$ cat src/sv/vted_pkg.sv
// Shared types and constants for the VT52 escape decoder.
// Used by vted_step, vted_store, the top level and the testbench; no other dependencies.
package vted_pkg;

	typedef enum logic [1:0] {
		ST_NORMAL = 2'd0,
		ST_ESC    = 2'd1,
		ST_ROW    = 2'd2,
		ST_COL    = 2'd3
	} pstate_t;

	typedef enum logic [3:0] {
		ACT_NONE    = 4'd0,
		ACT_PUT     = 4'd1,
		ACT_NEWLINE = 4'd2,
		ACT_MOVE    = 4'd3,
		ACT_BELL    = 4'd4,
		ACT_ERASE   = 4'd5,
		ACT_CLREOL  = 4'd6,
		ACT_CLRBOT  = 4'd7,
		ACT_DELLN   = 4'd8,
		ACT_INSCH   = 4'd9,
		ACT_INSLN   = 4'd10,
		ACT_SOON    = 4'd11,
		ACT_SOOFF   = 4'd12
	} action_t;

	localparam logic [6:0] CH_BEL   = 7'h07;
	localparam logic [6:0] CH_BS    = 7'h08;
	localparam logic [6:0] CH_LF    = 7'h0a;
	localparam logic [6:0] CH_ESC   = 7'h1b;
	localparam logic [6:0] CH_SPACE = 7'h20;
	localparam logic [6:0] CH_TILDE = 7'h7e;
	localparam logic [6:0] CH_UP    = 7'h41;
	localparam logic [6:0] CH_DOWN  = 7'h42;
	localparam logic [6:0] CH_RIGHT = 7'h43;
	localparam logic [6:0] CH_LEFT  = 7'h44;
	localparam logic [6:0] CH_ERASE = 7'h4a;
	localparam logic [6:0] CH_EOL   = 7'h4b;
	localparam logic [6:0] CH_BOT   = 7'h4c;
	localparam logic [6:0] CH_DELLN = 7'h4e;
	localparam logic [6:0] CH_INSCH = 7'h4f;
	localparam logic [6:0] CH_INSLN = 7'h50;
	localparam logic [6:0] CH_ADDR  = 7'h59;
	localparam logic [6:0] CH_SOON  = 7'h61;
	localparam logic [6:0] CH_SOOFF = 7'h62;

	localparam logic [6:0] ROWS_RESET = 7'd24;
	localparam logic [7:0] COLS_RESET = 8'd80;
	localparam logic [6:0] ROWS_MAX   = 7'd64;

	localparam logic REG_ROWS = 1'b0;
	localparam logic REG_COLS = 1'b1;

	// One display's context as held in the state memory.
	typedef struct packed {
		pstate_t    pstate;
		logic [6:0] pend_row;
		logic [5:0] cur_row;
		logic [7:0] cur_col;
	} entry_t;

	typedef struct packed {
		action_t    action;
		logic [5:0] at_row;
		logic [7:0] at_col;
		logic [6:0] glyph;
		logic       scrolled;
	} res_t;

endpackage

$ cat src/sv/vted_step.sv
// Per-character update of one display context: parser, cursor and command.
// Depends on vted_pkg.
module vted_step
	import vted_pkg::*;
(
	input  entry_t     cur,
	input  logic [6:0] ch,
	input  logic [6:0] rows,
	input  logic [7:0] cols,
	output entry_t     nxt,
	output res_t       res
);

	logic [6:0] rows_m1;
	logic [7:0] cols_m1;
	logic [5:0] y;
	logic [7:0] x;
	logic [5:0] ty;
	logic [7:0] tx;
	logic       y_last;
	logic       x_last;
	logic [6:0] ch_off;
	action_t    act;
	logic [6:0] g;
	logic       sc;

	always_comb begin
		rows_m1 = rows - 7'd1;
		cols_m1 = cols - 8'd1;
		// A cursor left outside a shrunk screen is pulled to the last row and column.
		y = ({1'b0, cur.cur_row} > rows_m1) ? rows_m1[5:0] : cur.cur_row;
		x = (cur.cur_col > cols_m1) ? cols_m1 : cur.cur_col;
		y_last = ({1'b0, y} + 7'd1) >= rows;
		x_last = ({1'b0, x} + 9'd1) >= {1'b0, cols};
		ch_off = ch - CH_SPACE;

		nxt = cur;
		ty  = y;
		tx  = x;
		act = ACT_NONE;
		g   = '0;
		sc  = 1'b0;

		case (cur.pstate)
			ST_NORMAL: begin
				if (ch inside {[CH_SPACE:CH_TILDE]}) begin
					act = ACT_PUT;
					g   = ch;
					if (x_last) begin
						tx = '0;
						if (y_last) sc = 1'b1;
						else ty = y + 6'd1;
					end else begin
						tx = x + 8'd1;
					end
				end else if (ch == CH_LF) begin
					act = ACT_NEWLINE;
					tx  = '0;
					if (y_last) sc = 1'b1;
					else ty = y + 6'd1;
				end else if (ch == CH_BS) begin
					if (x != '0) begin
						act = ACT_MOVE;
						tx  = x - 8'd1;
					end
				end else if (ch == CH_BEL) begin
					act = ACT_BELL;
				end else if (ch == CH_ESC) begin
					nxt.pstate = ST_ESC;
				end
			end
			ST_ESC: begin
				nxt.pstate = ST_NORMAL;
				case (ch)
					CH_UP: begin
						if (y != '0) begin
							act = ACT_MOVE;
							ty  = y - 6'd1;
						end
					end
					CH_DOWN: begin
						if (!y_last) begin
							act = ACT_MOVE;
							ty  = y + 6'd1;
						end
					end
					CH_RIGHT: begin
						if (!x_last) begin
							act = ACT_MOVE;
							tx  = x + 8'd1;
						end
					end
					CH_LEFT: begin
						if (x != '0) begin
							act = ACT_MOVE;
							tx  = x - 8'd1;
						end
					end
					CH_ADDR:  nxt.pstate = ST_ROW;
					CH_ERASE: begin
						act = ACT_ERASE;
						ty  = '0;
						tx  = '0;
					end
					CH_EOL:   act = ACT_CLREOL;
					CH_BOT:   act = ACT_CLRBOT;
					CH_DELLN: act = ACT_DELLN;
					CH_INSCH: act = ACT_INSCH;
					CH_INSLN: act = ACT_INSLN;
					CH_SOON:  act = ACT_SOON;
					CH_SOOFF: act = ACT_SOOFF;
					default:  act = ACT_NONE;
				endcase
			end
			ST_ROW: begin
				nxt.pstate   = ST_COL;
				nxt.pend_row = ch_off;
			end
			default: begin
				nxt.pstate = ST_NORMAL;
				// Addresses off the screen are dropped without moving the cursor.
				if (ch >= CH_SPACE && cur.pend_row < rows && {1'b0, ch_off} < cols) begin
					act = ACT_MOVE;
					ty  = cur.pend_row[5:0];
					tx  = {1'b0, ch_off};
				end
			end
		endcase

		nxt.cur_row = ty;
		nxt.cur_col = tx;

		res.action   = act;
		res.glyph    = g;
		res.scrolled = sc;
		if (act == ACT_MOVE) begin
			res.at_row = ty;
			res.at_col = tx;
		end else begin
			res.at_row = y;
			res.at_col = x;
		end
	end

endmodule

$ cat src/sv/vted_store.sv
// Context memory for all displays: synchronous RAM with a registered read,
// per-entry valid bits for reset, and a bypass for a write-then-read overlap.
// Depends on vted_pkg.
module vted_store
	import vted_pkg::*;
#(
	parameter int DEPTH = 8,
	parameter int AW    = 3
) (
	input  logic          clk,
	input  logic          arst_n,
	input  logic          rd_en,
	input  logic [AW-1:0] rd_addr,
	input  logic          wr_en,
	input  logic [AW-1:0] wr_addr,
	input  entry_t        wr_data,
	output entry_t        rd_data
);

	entry_t             mem [DEPTH];
	entry_t             mem_rd_q;
	logic [DEPTH-1:0]   vld_q;
	logic               vld_rd_q;
	logic               byp_hit_q;
	entry_t             byp_data_q;

	always_ff @(posedge clk) begin
		if (wr_en) mem[wr_addr] <= wr_data;
		if (rd_en) mem_rd_q <= mem[rd_addr];
		if (rd_en) byp_data_q <= wr_data;
	end

	always_ff @(posedge clk or negedge arst_n) begin
		if (!arst_n) begin
			vld_q     <= '0;
			vld_rd_q  <= 1'b0;
			byp_hit_q <= 1'b0;
		end else begin
			if (wr_en) vld_q[wr_addr] <= 1'b1;
			// The read sees the old word when the same entry is written at that edge,
			// so the written word is kept aside for the reader.
			if (rd_en) begin
				vld_rd_q  <= vld_q[rd_addr];
				byp_hit_q <= wr_en && (wr_addr == rd_addr);
			end
		end
	end

	assign rd_data = byp_hit_q ? byp_data_q : (vld_rd_q ? mem_rd_q : '0);

	a_byp_valid: assert property (@(posedge clk) disable iff (!arst_n)
		(rd_en && wr_en && wr_addr == rd_addr) |=> byp_hit_q)
		else $error("bypass not taken for same-entry overlap");
	a_vld_set: assert property (@(posedge clk) disable iff (!arst_n)
		wr_en |=> vld_q[$past(wr_addr)])
		else $error("valid bit not set after write");
	a_byp_data: assert property (@(posedge clk) disable iff (!arst_n)
		(rd_en && wr_en) |=> byp_data_q == $past(wr_data))
		else $error("bypass word not captured");

endmodule

$ cat src/sv/vt52_escape_terminal_decoder.sv
// Channel  Dir  Payload                                         Accepted when
// s_       in   tdata: display[2:0] char_in[10:3]               s_tvalid & s_tready
// m_       out  tdata: display/row/col/glyph/scrolled, tuser    m_tvalid & m_tready
// cfg_     in   cfg_index (0 rows, 1 cols), cfg_data            cfg_valid & cfg_ready
//
// One character per cycle sustained while the output is not stalled; a result is offered
// after its transaction: the RAM read and the step fill stage one, then the output register loads.
// The RAM read-modify-write loop is closed by a bypass, so characters for the
// same display may follow back to back. Reset restores 24 rows by 80 columns
// and marks every display context as cleared. A stalled output holds stage one;
// input is still taken while stage one is empty or moving on.
module vt52_escape_terminal_decoder
	import vted_pkg::*;
#(
	parameter int DISPLAYS = 8
) (
	input  logic        clk,
	input  logic        arst_n,
	input  logic        s_tvalid,
	output logic        s_tready,
	input  logic [15:0] s_tdata,   // display[2:0], char_in[10:3], zero[15:11]
	output logic        m_tvalid,
	input  logic        m_tready,
	output logic [31:0] m_tdata,   // display_out[2:0], at_row[8:3], at_col[16:9],
	                               // glyph[23:17], scrolled[24], zero[31:25]
	output logic [3:0]  m_tuser,   // action[3:0]
	input  logic        cfg_valid,
	output logic        cfg_ready,
	input  logic        cfg_index,
	input  logic [7:0]  cfg_data
);

	localparam int AW = (DISPLAYS > 1) ? $clog2(DISPLAYS) : 1;

	logic [6:0] rows_q;
	logic [7:0] cols_q;
	logic [6:0] rows_eff;
	logic [7:0] cols_eff;

	logic       s1_valid_q;
	logic [2:0] s1_disp_q;
	logic [6:0] s1_ch_q;
	logic       out_valid_q;
	logic [2:0] out_disp_q;
	res_t       out_res_q;

	logic       in_acc;
	logic       s1_adv;
	logic       s1_in_range;
	logic       wr_en;
	entry_t     cur_ctx;
	entry_t     nxt_ctx;
	res_t       step_res;

	assign cfg_ready = 1'b1;

	always_ff @(posedge clk or negedge arst_n) begin
		if (!arst_n) begin
			rows_q <= ROWS_RESET;
			cols_q <= COLS_RESET;
		end else if (cfg_valid) begin
			if (cfg_index == REG_ROWS) rows_q <= cfg_data[6:0];
			else cols_q <= cfg_data;
		end
	end

	always_comb begin
		if (rows_q == '0) rows_eff = 7'd1;
		else if (rows_q > ROWS_MAX) rows_eff = ROWS_MAX;
		else rows_eff = rows_q;
		cols_eff = (cols_q == '0) ? 8'd1 : cols_q;
	end

	assign s1_adv      = s1_valid_q && (!out_valid_q || m_tready);
	assign s_tready    = !s1_valid_q || s1_adv;
	assign in_acc      = s_tvalid && s_tready;
	assign s1_in_range = int'(s1_disp_q) < DISPLAYS;
	assign wr_en       = s1_adv && s1_in_range;

	vted_store #(
		.DEPTH (DISPLAYS),
		.AW    (AW)
	) u_store (
		.clk     (clk),
		.arst_n  (arst_n),
		.rd_en   (in_acc),
		.rd_addr (AW'(s_tdata[2:0])),
		.wr_en   (wr_en),
		.wr_addr (AW'(s1_disp_q)),
		.wr_data (nxt_ctx),
		.rd_data (cur_ctx)
	);

	vted_step u_step (
		.cur  (cur_ctx),
		.ch   (s1_ch_q),
		.rows (rows_eff),
		.cols (cols_eff),
		.nxt  (nxt_ctx),
		.res  (step_res)
	);

	always_ff @(posedge clk or negedge arst_n) begin
		if (!arst_n) begin
			s1_valid_q  <= 1'b0;
			out_valid_q <= 1'b0;
		end else begin
			if (s_tready) s1_valid_q <= s_tvalid;
			if (s1_adv) out_valid_q <= 1'b1;
			else if (m_tready) out_valid_q <= 1'b0;
		end
	end

	always_ff @(posedge clk) begin
		if (in_acc) begin
			s1_disp_q <= s_tdata[2:0];
			s1_ch_q   <= s_tdata[9:3];
		end
		if (s1_adv) begin
			out_disp_q <= s1_disp_q;
			// A display beyond the configured count is ignored with an empty command.
			if (s1_in_range) out_res_q <= step_res;
			else out_res_q <= '{action: ACT_NONE, default: '0};
		end
	end

	assign m_tvalid = out_valid_q;
	assign m_tuser  = out_res_q.action;
	assign m_tdata  = {7'd0, out_res_q.scrolled, out_res_q.glyph, out_res_q.at_col,
		out_res_q.at_row, out_disp_q};

	a_wr_from_s1: assert property (@(posedge clk) disable iff (!arst_n)
		wr_en |-> s1_valid_q)
		else $error("context write without an item in stage one");
	a_stall_blocks: assert property (@(posedge clk) disable iff (!arst_n)
		(s1_valid_q && out_valid_q && !m_tready) |-> !s_tready)
		else $error("input taken while stage one is blocked");
	a_adv_fills: assert property (@(posedge clk) disable iff (!arst_n)
		s1_adv |=> m_tvalid)
		else $error("advanced item did not reach the output register");
	a_scroll_kind: assert property (@(posedge clk) disable iff (!arst_n)
		(m_tvalid && m_tdata[24]) |-> (m_tuser == ACT_PUT || m_tuser == ACT_NEWLINE))
		else $error("scroll flagged on a command that cannot scroll");

endmodule

$ cat config.mk
export PLATFORM = sky130hd
export DESIGN_NAME = vt52_escape_terminal_decoder
export DESIGN_NICKNAME = d
export VERILOG_FILES = /design/src/sv/vted_pkg.sv /design/src/sv/vted_step.sv /design/src/sv/vted_store.sv /design/src/sv/vt52_escape_terminal_decoder.sv
export SDC_FILE = /design/constraint.sdc
export NUM_CORES = 1
export LEC_CHECK = 0
export BUFFER_PORTS_ARGS = -buffer_cell sky130_fd_sc_hd__buf_2
export CAP_MARGIN = 25
export CORE_AREA = 5 5 197 199
export DETAILED_ROUTE_END_ITERATION = 6
export DIE_AREA = 0 0 202 204
export GPL_TIMING_DRIVEN = 0
export SLEW_MARGIN = 20
export SYNTH_ARGS = -nofsm -noshare
export SYNTH_HDL_FRONTEND = slang
export SYNTH_SLANG_ARGS = --single-unit
export TNS_END_PERCENT = 30
$ cat constraint.sdc
create_clock -name clk -period 10.7 [get_ports clk]
set_input_delay 2.14 -clock clk [delete_from_list [all_inputs] [get_ports clk]]
set_output_delay 2.14 -clock clk [all_outputs]
set_load 0.02 [all_outputs]
# Word level (Yosys, flattened, before mapping)
# Memory sizes are Yosys's and may differ from the RTL's. A register that Yosys moved wholly into a read port is not among the register bits.
# Index checks and enable logic that the tools add are counted.
# W data, S select, Z words.
[word_totals] reg_bits=89 mem_bits_rw=184 in_bits=30 output_inout_bits=39 wordCells=140 memories=1
[op_classes] add_sub_neg=9 n_lt_le_gt_ge=12 n_eq_ne=21 mux=56 n_bitwise=2 n_reduce_logical=20
[memory_table] memory="u_store.mem" words=8 width=23 read_ports=1 rd_ports_with_merged_regs=1 wr=1 line_no="vted_store.sv:20" rtl="entry_t mem [DEPTH];"
[ops] cell="$eq A7 B7 Y1 const B" n=13
[ops] cell="$mux W8" n=9
[ops] cell="$pmux W4 S12" n=1
[ops] cell="$pmux W8 S3" n=2
[ops] cell="$mux W23" n=2
[ops] cell="$mux W6" n=7
[ops] cell="$pmux W6 S3" n=2
[ops] cell="$mux W2" n=11
[ops] cell="$mux W7" n=3
[ops] cell="$sub A8 B1 Y8 const B" n=2
[ops] cell="$eq A7 B4 Y1 const B" n=2
[ops] cell="$mux W14" n=1
[ops] cell="$mux W4" n=3
[ops] cell="$pmux W4 S3" n=1
[ops] cell="$mux W1" n=10
[ops] cell="$add A8 B1 Y9 const B" n=1
[ops] cell="$ge A9 B8 Y1" n=1
[ops] cell="$add A8 B1 Y8 const B" n=1
[ops] cell="$gt A8 B8 Y1" n=1
[ops] cell="$logic_not A8 Y1" n=1
[ops] cell="$lt A3 B4 Y1 const B" n=2
[ops] cell="$lt A7 B8 Y1" n=1
[ops] cell="$or A8 B8 Y8" n=1
[ops] cell="$reduce_bool A8 Y1" n=1
[ops] cell="other kinds (31)" n=41

# Longest topological paths before layout
# Gate-level depths: netlist of run 1.
[logic_depth] depth_word=13 depth_mapped=34

# Hierarchy
# From an unflattened synthesis of run 1, not the netlist that was laid out.
[hier_totals] cells_unflattened=1131 hier_area_um2=15426.0
[by_module_without_submodules] module="vted_store" instances=1 cells_each=388 area_per_inst_um2=9180.1 seq_area_each_um2=7156.9
[by_module_without_submodules] module="vted_step" instances=1 cells_each=634 area_per_inst_um2=4236.6 seq_area_each_um2=0.0
[by_module_without_submodules] module="vt52_escape_terminal_decoder" instances=1 cells_each=109 area_per_inst_um2=2009.4 seq_area_each_um2=1601.5

# Least setup slack after synthesis of run 1
# Ideal clock, no wire load.
[synth_timing] kind="reg2reg" from="register cols_q[2]" to="register out_res_q, in the netlist m_tdata[11], data pin" setup_ns=0.260 t_arrival_ns=7.343 slack_ns=3.097 stages_incl_launch_ff=34 n_path_buf=4 path_cell_list="dfrtp_1 > buf_6 > nor4_2 > a21oi_1 > ha_1 > buf_2 > nor3b_1 > xnor2_1 > ha_1 > nand4_1 > nor2_1 > a211oi_1 > nor2_1 > clkbuf_1 > nand2_1 > o21ai_1 > inv_1 > ha_1 > inv_1 > a2111oi_2 > o21ai_1 > o22ai_1 > xor2_1 > ha_1 > a2111oi_0 > o21ai_0 > o22ai_1 > o211ai_2 > buf_2 > o21ai_0 > o21ai_0 > a221o_1 > or3_1 > mux2_2"
[synth_lines] item="start, declared" line_no="vt52_escape_terminal_decoder.sv:36" rtl="logic [7:0] cols_q;"
[synth_lines] item="start signal, assigned" line_no="vt52_escape_terminal_decoder.sv:63" rtl="else cols_q <= cfg_data;"
[synth_lines] item="end signal, assigned" line_no="vt52_escape_terminal_decoder.sv:122" rtl="if (s1_in_range) out_res_q <= step_res;"
[synth_lines] item="end, declared" line_no="vt52_escape_terminal_decoder.sv:45" rtl="res_t out_res_q;"

==> key figures, run 1 <==
Critical path
  • Slowest CP cell: a21oi_1
  • Critical path arrival: 10.10 ns
  • Reg2reg end: m_tdata[4]$_DFFE_PP_
  • R2R depth: 28
  • Flop-to-flop setup slack: 1.03 ns
  • CP required: 11.13 ns
  • Reg2reg start: cols_q[5]$_DFFE_PN0P_
  • CP startpoint kind: flop
  • CP max FO: 10
  • Crit-path most repeated cell: ha_1
  • CP Class: flop to flop
  • Crit. End Element: flop
  • CP max stage delay: 0.74 ns

Place
  • Dpl cell area: 0.0164 sq mm
  • Dpl cells: 1709
  • IO buf count: 54
  • Post-DP HPWL: 29900 um
  • Routability congestion estimate: 0.953

Yosys
  • Most frequent cell after synthesis: edfxtp_1
  • Largest area contributor in the netlist: edfxtp_1
  • Most frequent cells after synthesis: edfxtp_1, nor2_1, nand2_1
  • Synthesized area per cell: 13.2 sq um
  • Post-synth EDFFs: 269
  • Post-synth ARST share: 9.12%
  • Yosys reg bits: 296
  • Distinct cells, synth: 87
  • Ys flop type: edfxtp_1
  • Cells after synthesis: 1152
  • Post-Syn Area: 0.0152 sq mm
  • Yosys top cell area share: 53.1%
  • Largest cells by area after synthesis: edfxtp_1, mux4_2, ha_1
  • Synth Warn #: 0
  • Sequential share of the synthesized area: 57.6%

Cells and area
  • Syn-to-layout area delta: 14.0%
  • Design area: 0.0173 sq mm
  • Share of cells above drive strength 1: 22.2%
  • Fill cell count: 3319
  • Core Util, Final: 46.8%
  • Register area: 0.00876 sq mm
  • Ant diodes: 0
  • Nets: 1351
  • Area of the multi-input gates: 0.00608 sq mm
  • Final Non-Filler Cells: 1769

Clocking
  • Clk sinks: 296
  • Clock buffer depth: 3
  • Post-CTS Hold Fix Bufs: 0
  • CTS tree: done
  • Num CTS Buffers: 31
  • Reg clk slew, reported paths: 0.06 ns
  • Clock Latency Late Sink: 0.57 ns
  • Root Buffer: clkbuf_16
  • Post_cts resized: 0
  • H-tree Lvls: 1
  • Setup Fix Bufs, Post-CTS: 0

Detailed routing
  • DR iter-0 viols: 1064
  • Residual DRC: 0
  • Wire per inst: 23.0 um
  • Drt total wl: 40600 um
  • Via count: 10400
  • DRT Pass-1 Iters: 6
  • Via/cell ratio: 5.86
  • Detail Route Antenna Nets: 0

STA
  • Fin Setup TNS: 0 ns
  • WHS: 0.465 ns
  • Post-layout min period: 9.67 ns
  • Max-Slew Margin vs Limit: 31.5%
  • RSZ-0062 raised after global routing: no
  • Final count of hold timing violations: 0
  • Worst-margin pin slew: 1.03 ns
  • Skew final: 0.0141 ns
  • Final period util: 90.4%
  • Pins Over Slew Limit: 0
  • Final setup fails: 0
  • Achievable Freq: 103 MHz

Outcome
  • Status: finished clean

Global routing
  • GRT overflow: 0
  • Pin count of the biggest net entering global routing: 57
  • Initial antenna violation count: 1
  • First-pass GRT wire length: 62700 um
  • Number of global-route vias before repair: 10300
  • GRT Overall Usage: 19.6%

Floorplan
  • Die area: 0.0412 sq mm
  • Effective utilization at floorplan: 41.1%
  • CORE AREA: 0.0370 sq mm
  • Die width: 202 um
  • Die height: 204 um
  • FP Rows: 71
  • # IOs: 69

Min path
  • Hold endpoint: u_store.vld_q[0]$_DFFE_PN0P_
  • Min-Delay Path Depth: 1
  • Tightest Hold Check Type: flop to flop
  • HP Start: u_store.vld_q[0]$_DFFE_PN0P_

Power
  • Total leakage power: 6.22 nW
  • IR drop worst, VDD: 0.000105 V
  • Pwr/cell area: 214 mW/mm^2

Run
  • Max-cap viol count: 0
-- cells by family after synthesis --
logic type / share of synthesized area [%]
compound gates: 10.8
xor+xnor: 1.50
fa+ha+maj: 4.11
other cells: 0.0494
flops: 57.6
mux: 12.4
simple gates: 10.7
buf+inv: 2.98
-- worst max-delay path by stage --
stage	startpoint	endpoint	slack (ns)	cells after the start
2_1_floorplan	cols_q[2]$_DFFE_PN0P_	m_tdata[11]$_DFFE_PP_	3.10	33
3_3_place_gp	cols_q[5]$_DFFE_PN0P_	m_tdata[4]$_DFFE_PP_	0.78	28
3_5_place_dp	cols_q[5]$_DFFE_PN0P_	m_tdata[4]$_DFFE_PP_	1.14	30
4_1_cts	cols_q[3]$_DFFE_PN0P_	m_tdata[4]$_DFFE_PP_	1.09	31
5_1_grt	cols_q[3]$_DFFE_PN0P_	m_tdata[4]$_DFFE_PP_	0.21	31
6_report	cols_q[5]$_DFFE_PN0P_	m_tdata[4]$_DFFE_PP_	1.03	28
-- cells in the final DEF, fill, tap and decap left out, types with 8 or more instances in the layout --
master / n
a211oi_1: 12
a21oi_1: 44
a22o_1: 10
a22oi_1: 15
a31oi_1: 10
and3_1: 10
buf_1: 8
buf_2: 67
buf_4: 20
clkbuf_1: 37
clkbuf_16: 31
conb_1: 8
dfrtp_1: 23
edfxtp_1: 269
ha_1: 50
inv_1: 46
mux2_2: 46
mux2i_1: 19
mux4_2: 48
nand2_1: 68
nand2b_1: 16
nand3_1: 28
nand4_1: 10
nor2_1: 68
nor2b_1: 15
nor3_1: 36
o211ai_1: 10
o21ai_0: 59
o22ai_1: 11
or2_2: 11
or3_1: 8
xnor2_1: 17
xor2_1: 9
-- routing by layer --
metal / vias up / GRT usage, % / routed length, um
met5: - / 0 / 0
met4: 0 / 5.22 / 974
met3: 69 / 3.03 / 2480
met2: 372 / 33.1 / 19900
met1: 5192 / 26.5 / 17300
li1: 4733 / - / -
-- worst max-delay path: cells and delay by family, from the launching register on --
family	cells	cell delay, ns
compound gates	12	4.66
xor+xnor	2	0.83
fa+ha+maj	4	1.15
buf+inv	3	0.65
flops	1	0.45
mux	2	0.43
simple gates	5	1.33
-- power by group --
group          total [mW]  internal, mW  switching [mW]
sequential           1.56          1.51          0.0456
clock               0.992         0.558           0.434
combinational        1.17         0.380           0.788
total                3.72          2.45            1.27
-- per-stage QoR --
step	worst slack, ns	power [mW]
final	1.03	3.72
after global routing	0.206	3.91
after CTS	1.09	3.73
after detailed placement	1.14	2.73
after global placement	0.777	2.71
after floorplan	3.10	2.34
-- sequential cells by signal (all words and copies together) (netlist names) --
name	count
cols_q	8
u_store.vld_rd_q	1
u_store.vld_q	8
s1_valid_q	1
u_store.byp_data_q	23
out_disp_q	3
s1_ch_q	7
s1_disp_q	3
m_tuser	4
m_tvalid	1
m_tdata	22
rows_q	7
u_store.byp_hit_q	1
u_store.mem_rd_q	23
u_store.mem	184
-- final cells by class --
cell class | count | share of cell area [%]
Clock inverter | 17 | 0.714
Timing Repair Buffer | 80 | 3.01
Multi-Input combinational cell | 760 | 35.1
Clock buffer | 40 | 4.67
Tap cell | 474 | 3.42
Buffer | 54 | 1.57
Sequential cell | 296 | 50.5
Inverter | 48 | 1.05
Power figures use the tool's default switching activity.
==> run 2: changes to the inputs <==
Settings changed: PLACE_DENSITY_LB_ADDON set to 0.12.
==> run 2 against run 1 <==
Effect of this change:
- non-clock buffer count is 2 lower
- maximum frequency fell by 1.9%
- count of clock-buffer cells in the layout decreased by 8
- global-route usage rose by 0.77 points
- sequential share of layout area fell by 0.65 points
- routed wire length increased by 3.9%
- cell count hardly changed
- hold slack lost 0.0050 ns
- final area rose by 1.3%
- sequential power about the same
- highest routed layer unchanged
==> key figures, run 2 (synthesis results as in run 1) <==
Critical path
  • CP Depth: 28
  • Delay-heaviest family, CP: compound AO/OA/AOI/OAI gates
  • Crit-path most repeated cell: ha_1
  • CP max stage delay: 0.70 ns
  • CP startpoint kind: flop
  • WP buf/inv: 3
  • Critical path arrival: 10.31 ns
  • CP Class: flop to flop
  • Crit. End Element: flop
  • R2R depth: 28
  • CP max FO: 10
  • CP required: 11.16 ns
  • Slowest CP cell: o21ai_1

STA
  • Fin Setup TNS: 0 ns
  • Pins Over Slew Limit: 0
  • Worst-margin pin slew: 1.01 ns
  • Post-layout min period: 9.85 ns
  • Final period util: 92.1%
  • Max-Slew Margin vs Limit: 32.0%
  • Final setup fails: 0
  • Final count of hold timing violations: 0
  • RSZ-0062 raised after global routing: no
  • Achievable Freq: 101 MHz
  • Skew final: 0.0243 ns

Detailed routing
  • Residual DRC: 0
  • DR iter-0 viols: 888
  • Wire per inst: 23.9 um
  • Detail Route Antenna Nets: 0
  • Via count: 10200
  • Via/cell ratio: 5.77
  • Drt total wl: 42200 um
  • DRT Pass-1 Iters: 7

Global routing
  • Pin count of the biggest net entering global routing: 57
  • GRT Overall Usage: 20.3%
  • Initial antenna violation count: 0
  • Number of global-route vias before repair: 10300
  • First-pass GRT wire length: 64200 um
  • GRT overflow: 0

Place
  • IO buf count: 54
  • Post-DP HPWL: 31100 um
  • Dpl cells: 1707
  • Dpl cell area: 0.0164 sq mm
  • Routability congestion estimate: 0.928

Floorplan
  • CORE AREA: 0.0370 sq mm
  • Die height: 204 um
  • Die area: 0.0412 sq mm
  • # IOs: 69
  • Die width: 202 um
  • Effective utilization at floorplan: 41.1%
  • FP Rows: 71

Cells and area
  • Fill cell count: 3291
  • Largest register FFs: 184
  • Design area: 0.0176 sq mm
  • Syn-to-layout area delta: 15.5%
  • Most common cell after layout, fill and taps aside: edfxtp_1
  • Share of cells above drive strength 1: 22.6%
  • Core Util, Final: 47.4%
  • Most flop-heavy register: u_store.mem
  • Regs by FF count: u_store.mem: 184 flops, u_store.byp_data_q: 23 flops, u_store.mem_rd_q: 23 flops
  • Nets: 1349
  • Ant diodes: 0
  • Final Non-Filler Cells: 1768
  • Commonest cells after routing, fill and taps aside: edfxtp_1, nand2_1, nor2_1, buf_2, o21ai_0

Clocking
  • H-tree Lvls: 1
  • Setup Fix Bufs, Post-CTS: 0
  • Clock buffer depth: 3
  • Reg clk slew, reported paths: 0.06 ns
  • Clk sinks: 296
  • CTS tree: done
  • Root Buffer: clkbuf_16
  • Clock Latency Late Sink: 0.59 ns
  • Post_cts resized: 0
  • Num CTS Buffers: 31
  • Post-CTS Hold Fix Bufs: 0

Power
  • IR drop worst, VDD: 0.000138 V
  • Total leakage power: 6.32 nW
  • P_sw: 1.30 mW
  • Total power: 3.94 mW
  • Combinational Power Share: 30.0%
  • Clk pwr share: 30.5%
  • Internal power: 2.64 mW
  • Pwr/cell area: 224 mW/mm^2
  • Seq pwr share: 39.5%
  • Sw Ratio: 33.1%

Min path
  • Tightest Hold Check Type: flop to flop
  • Min-Delay Path Depth: 1

Run
  • Max-cap viol count: 0

Outcome
  • Status: finished clean
[run 2: area by class of cell]
| cell class | count | area [sq um] | area share [%] |
|---|---|---|---|
| buffer | 54 | 274 | 1.56 |
| clock buffer | 32 | 779 | 4.44 |
| clock inverter | 26 | 369 | 2.10 |
| inverter | 48 | 183 | 1.04 |
| multi-input combinational | 760 | 6090 | 34.7 |
| sequential | 296 | 8760 | 49.8 |
| tap | 474 | 593 | 3.38 |
| timing repair buffer | 78 | 526 | 2.99 |
[run 2: worst paths after layout]
path | from | to | slack, ns
max | cols_q[3]$_DFFE_PN0P_ | m_tdata[4]$_DFFE_PP_ | 0.85
min | u_store.vld_q[4]$_DFFE_PN0P_ | u_store.vld_q[4]$_DFFE_PN0P_ | 0.46
max reg2reg | cols_q[3]$_DFFE_PN0P_ | m_tdata[4]$_DFFE_PP_ | 0.85
min reg2reg | u_store.vld_q[4]$_DFFE_PN0P_ | u_store.vld_q[4]$_DFFE_PN0P_ | 0.46
max in group asynchronous | arst_n | u_store.vld_q[3]$_DFFE_PN0P_ | 8.60
min in group asynchronous | arst_n | cols_q[2]$_DFFE_PN0P_ | 1.60
[run 2: power groups by stage]
| stage | Combinational, mW | Sequential (mW) | Clock (mW) |
|---|---|---|---|
| after global placement | 1.14 | 1.58 | 0 |
| after detailed placement | 1.16 | 1.58 | 0 |
| after global routing | 1.29 | 1.57 | 1.27 |
| final | 1.18 | 1.56 | 1.20 |
| after floorplan | 0.754 | 1.59 | 0 |
| after CTS | 1.17 | 1.56 | 1.23 |
[run 2: worst reg2reg max path: cells and delay by family (launching register included)]
family / cells / cell delay (ns)
buffers and inverters: 3 / 0.67
AND/OR/NAND/NOR: 5 / 1.31
flip-flops: 1 / 0.47
XOR/XNOR: 2 / 0.90
adder cells (fa/ha/maj): 4 / 1.20
multiplexers: 2 / 0.44
AO/OA/AOI/OAI: 12 / 4.74
[run 2: metal layers]
layer	GRT usage [%]	share of wire, %	vias up
li1	-	-	4721
met5	0	0	-
met2	34.9	49	311
met1	27.4	44	5094
met3	2.76	5.0	70
met4	5.25	2.6	0
[run 2: per-stage QoR]
| step | hold WS [ns] | setup WS [ns] |
|---|---|---|
| finish | 0.460 | 0.848 |
| floorplan | 0.434 | 3.10 |
| global placement | 0.448 | 0.565 |
| detailed placement | 0.451 | 0.905 |
| global route | 0.484 | 0.0291 |
| CTS | 0.466 | 0.880 |
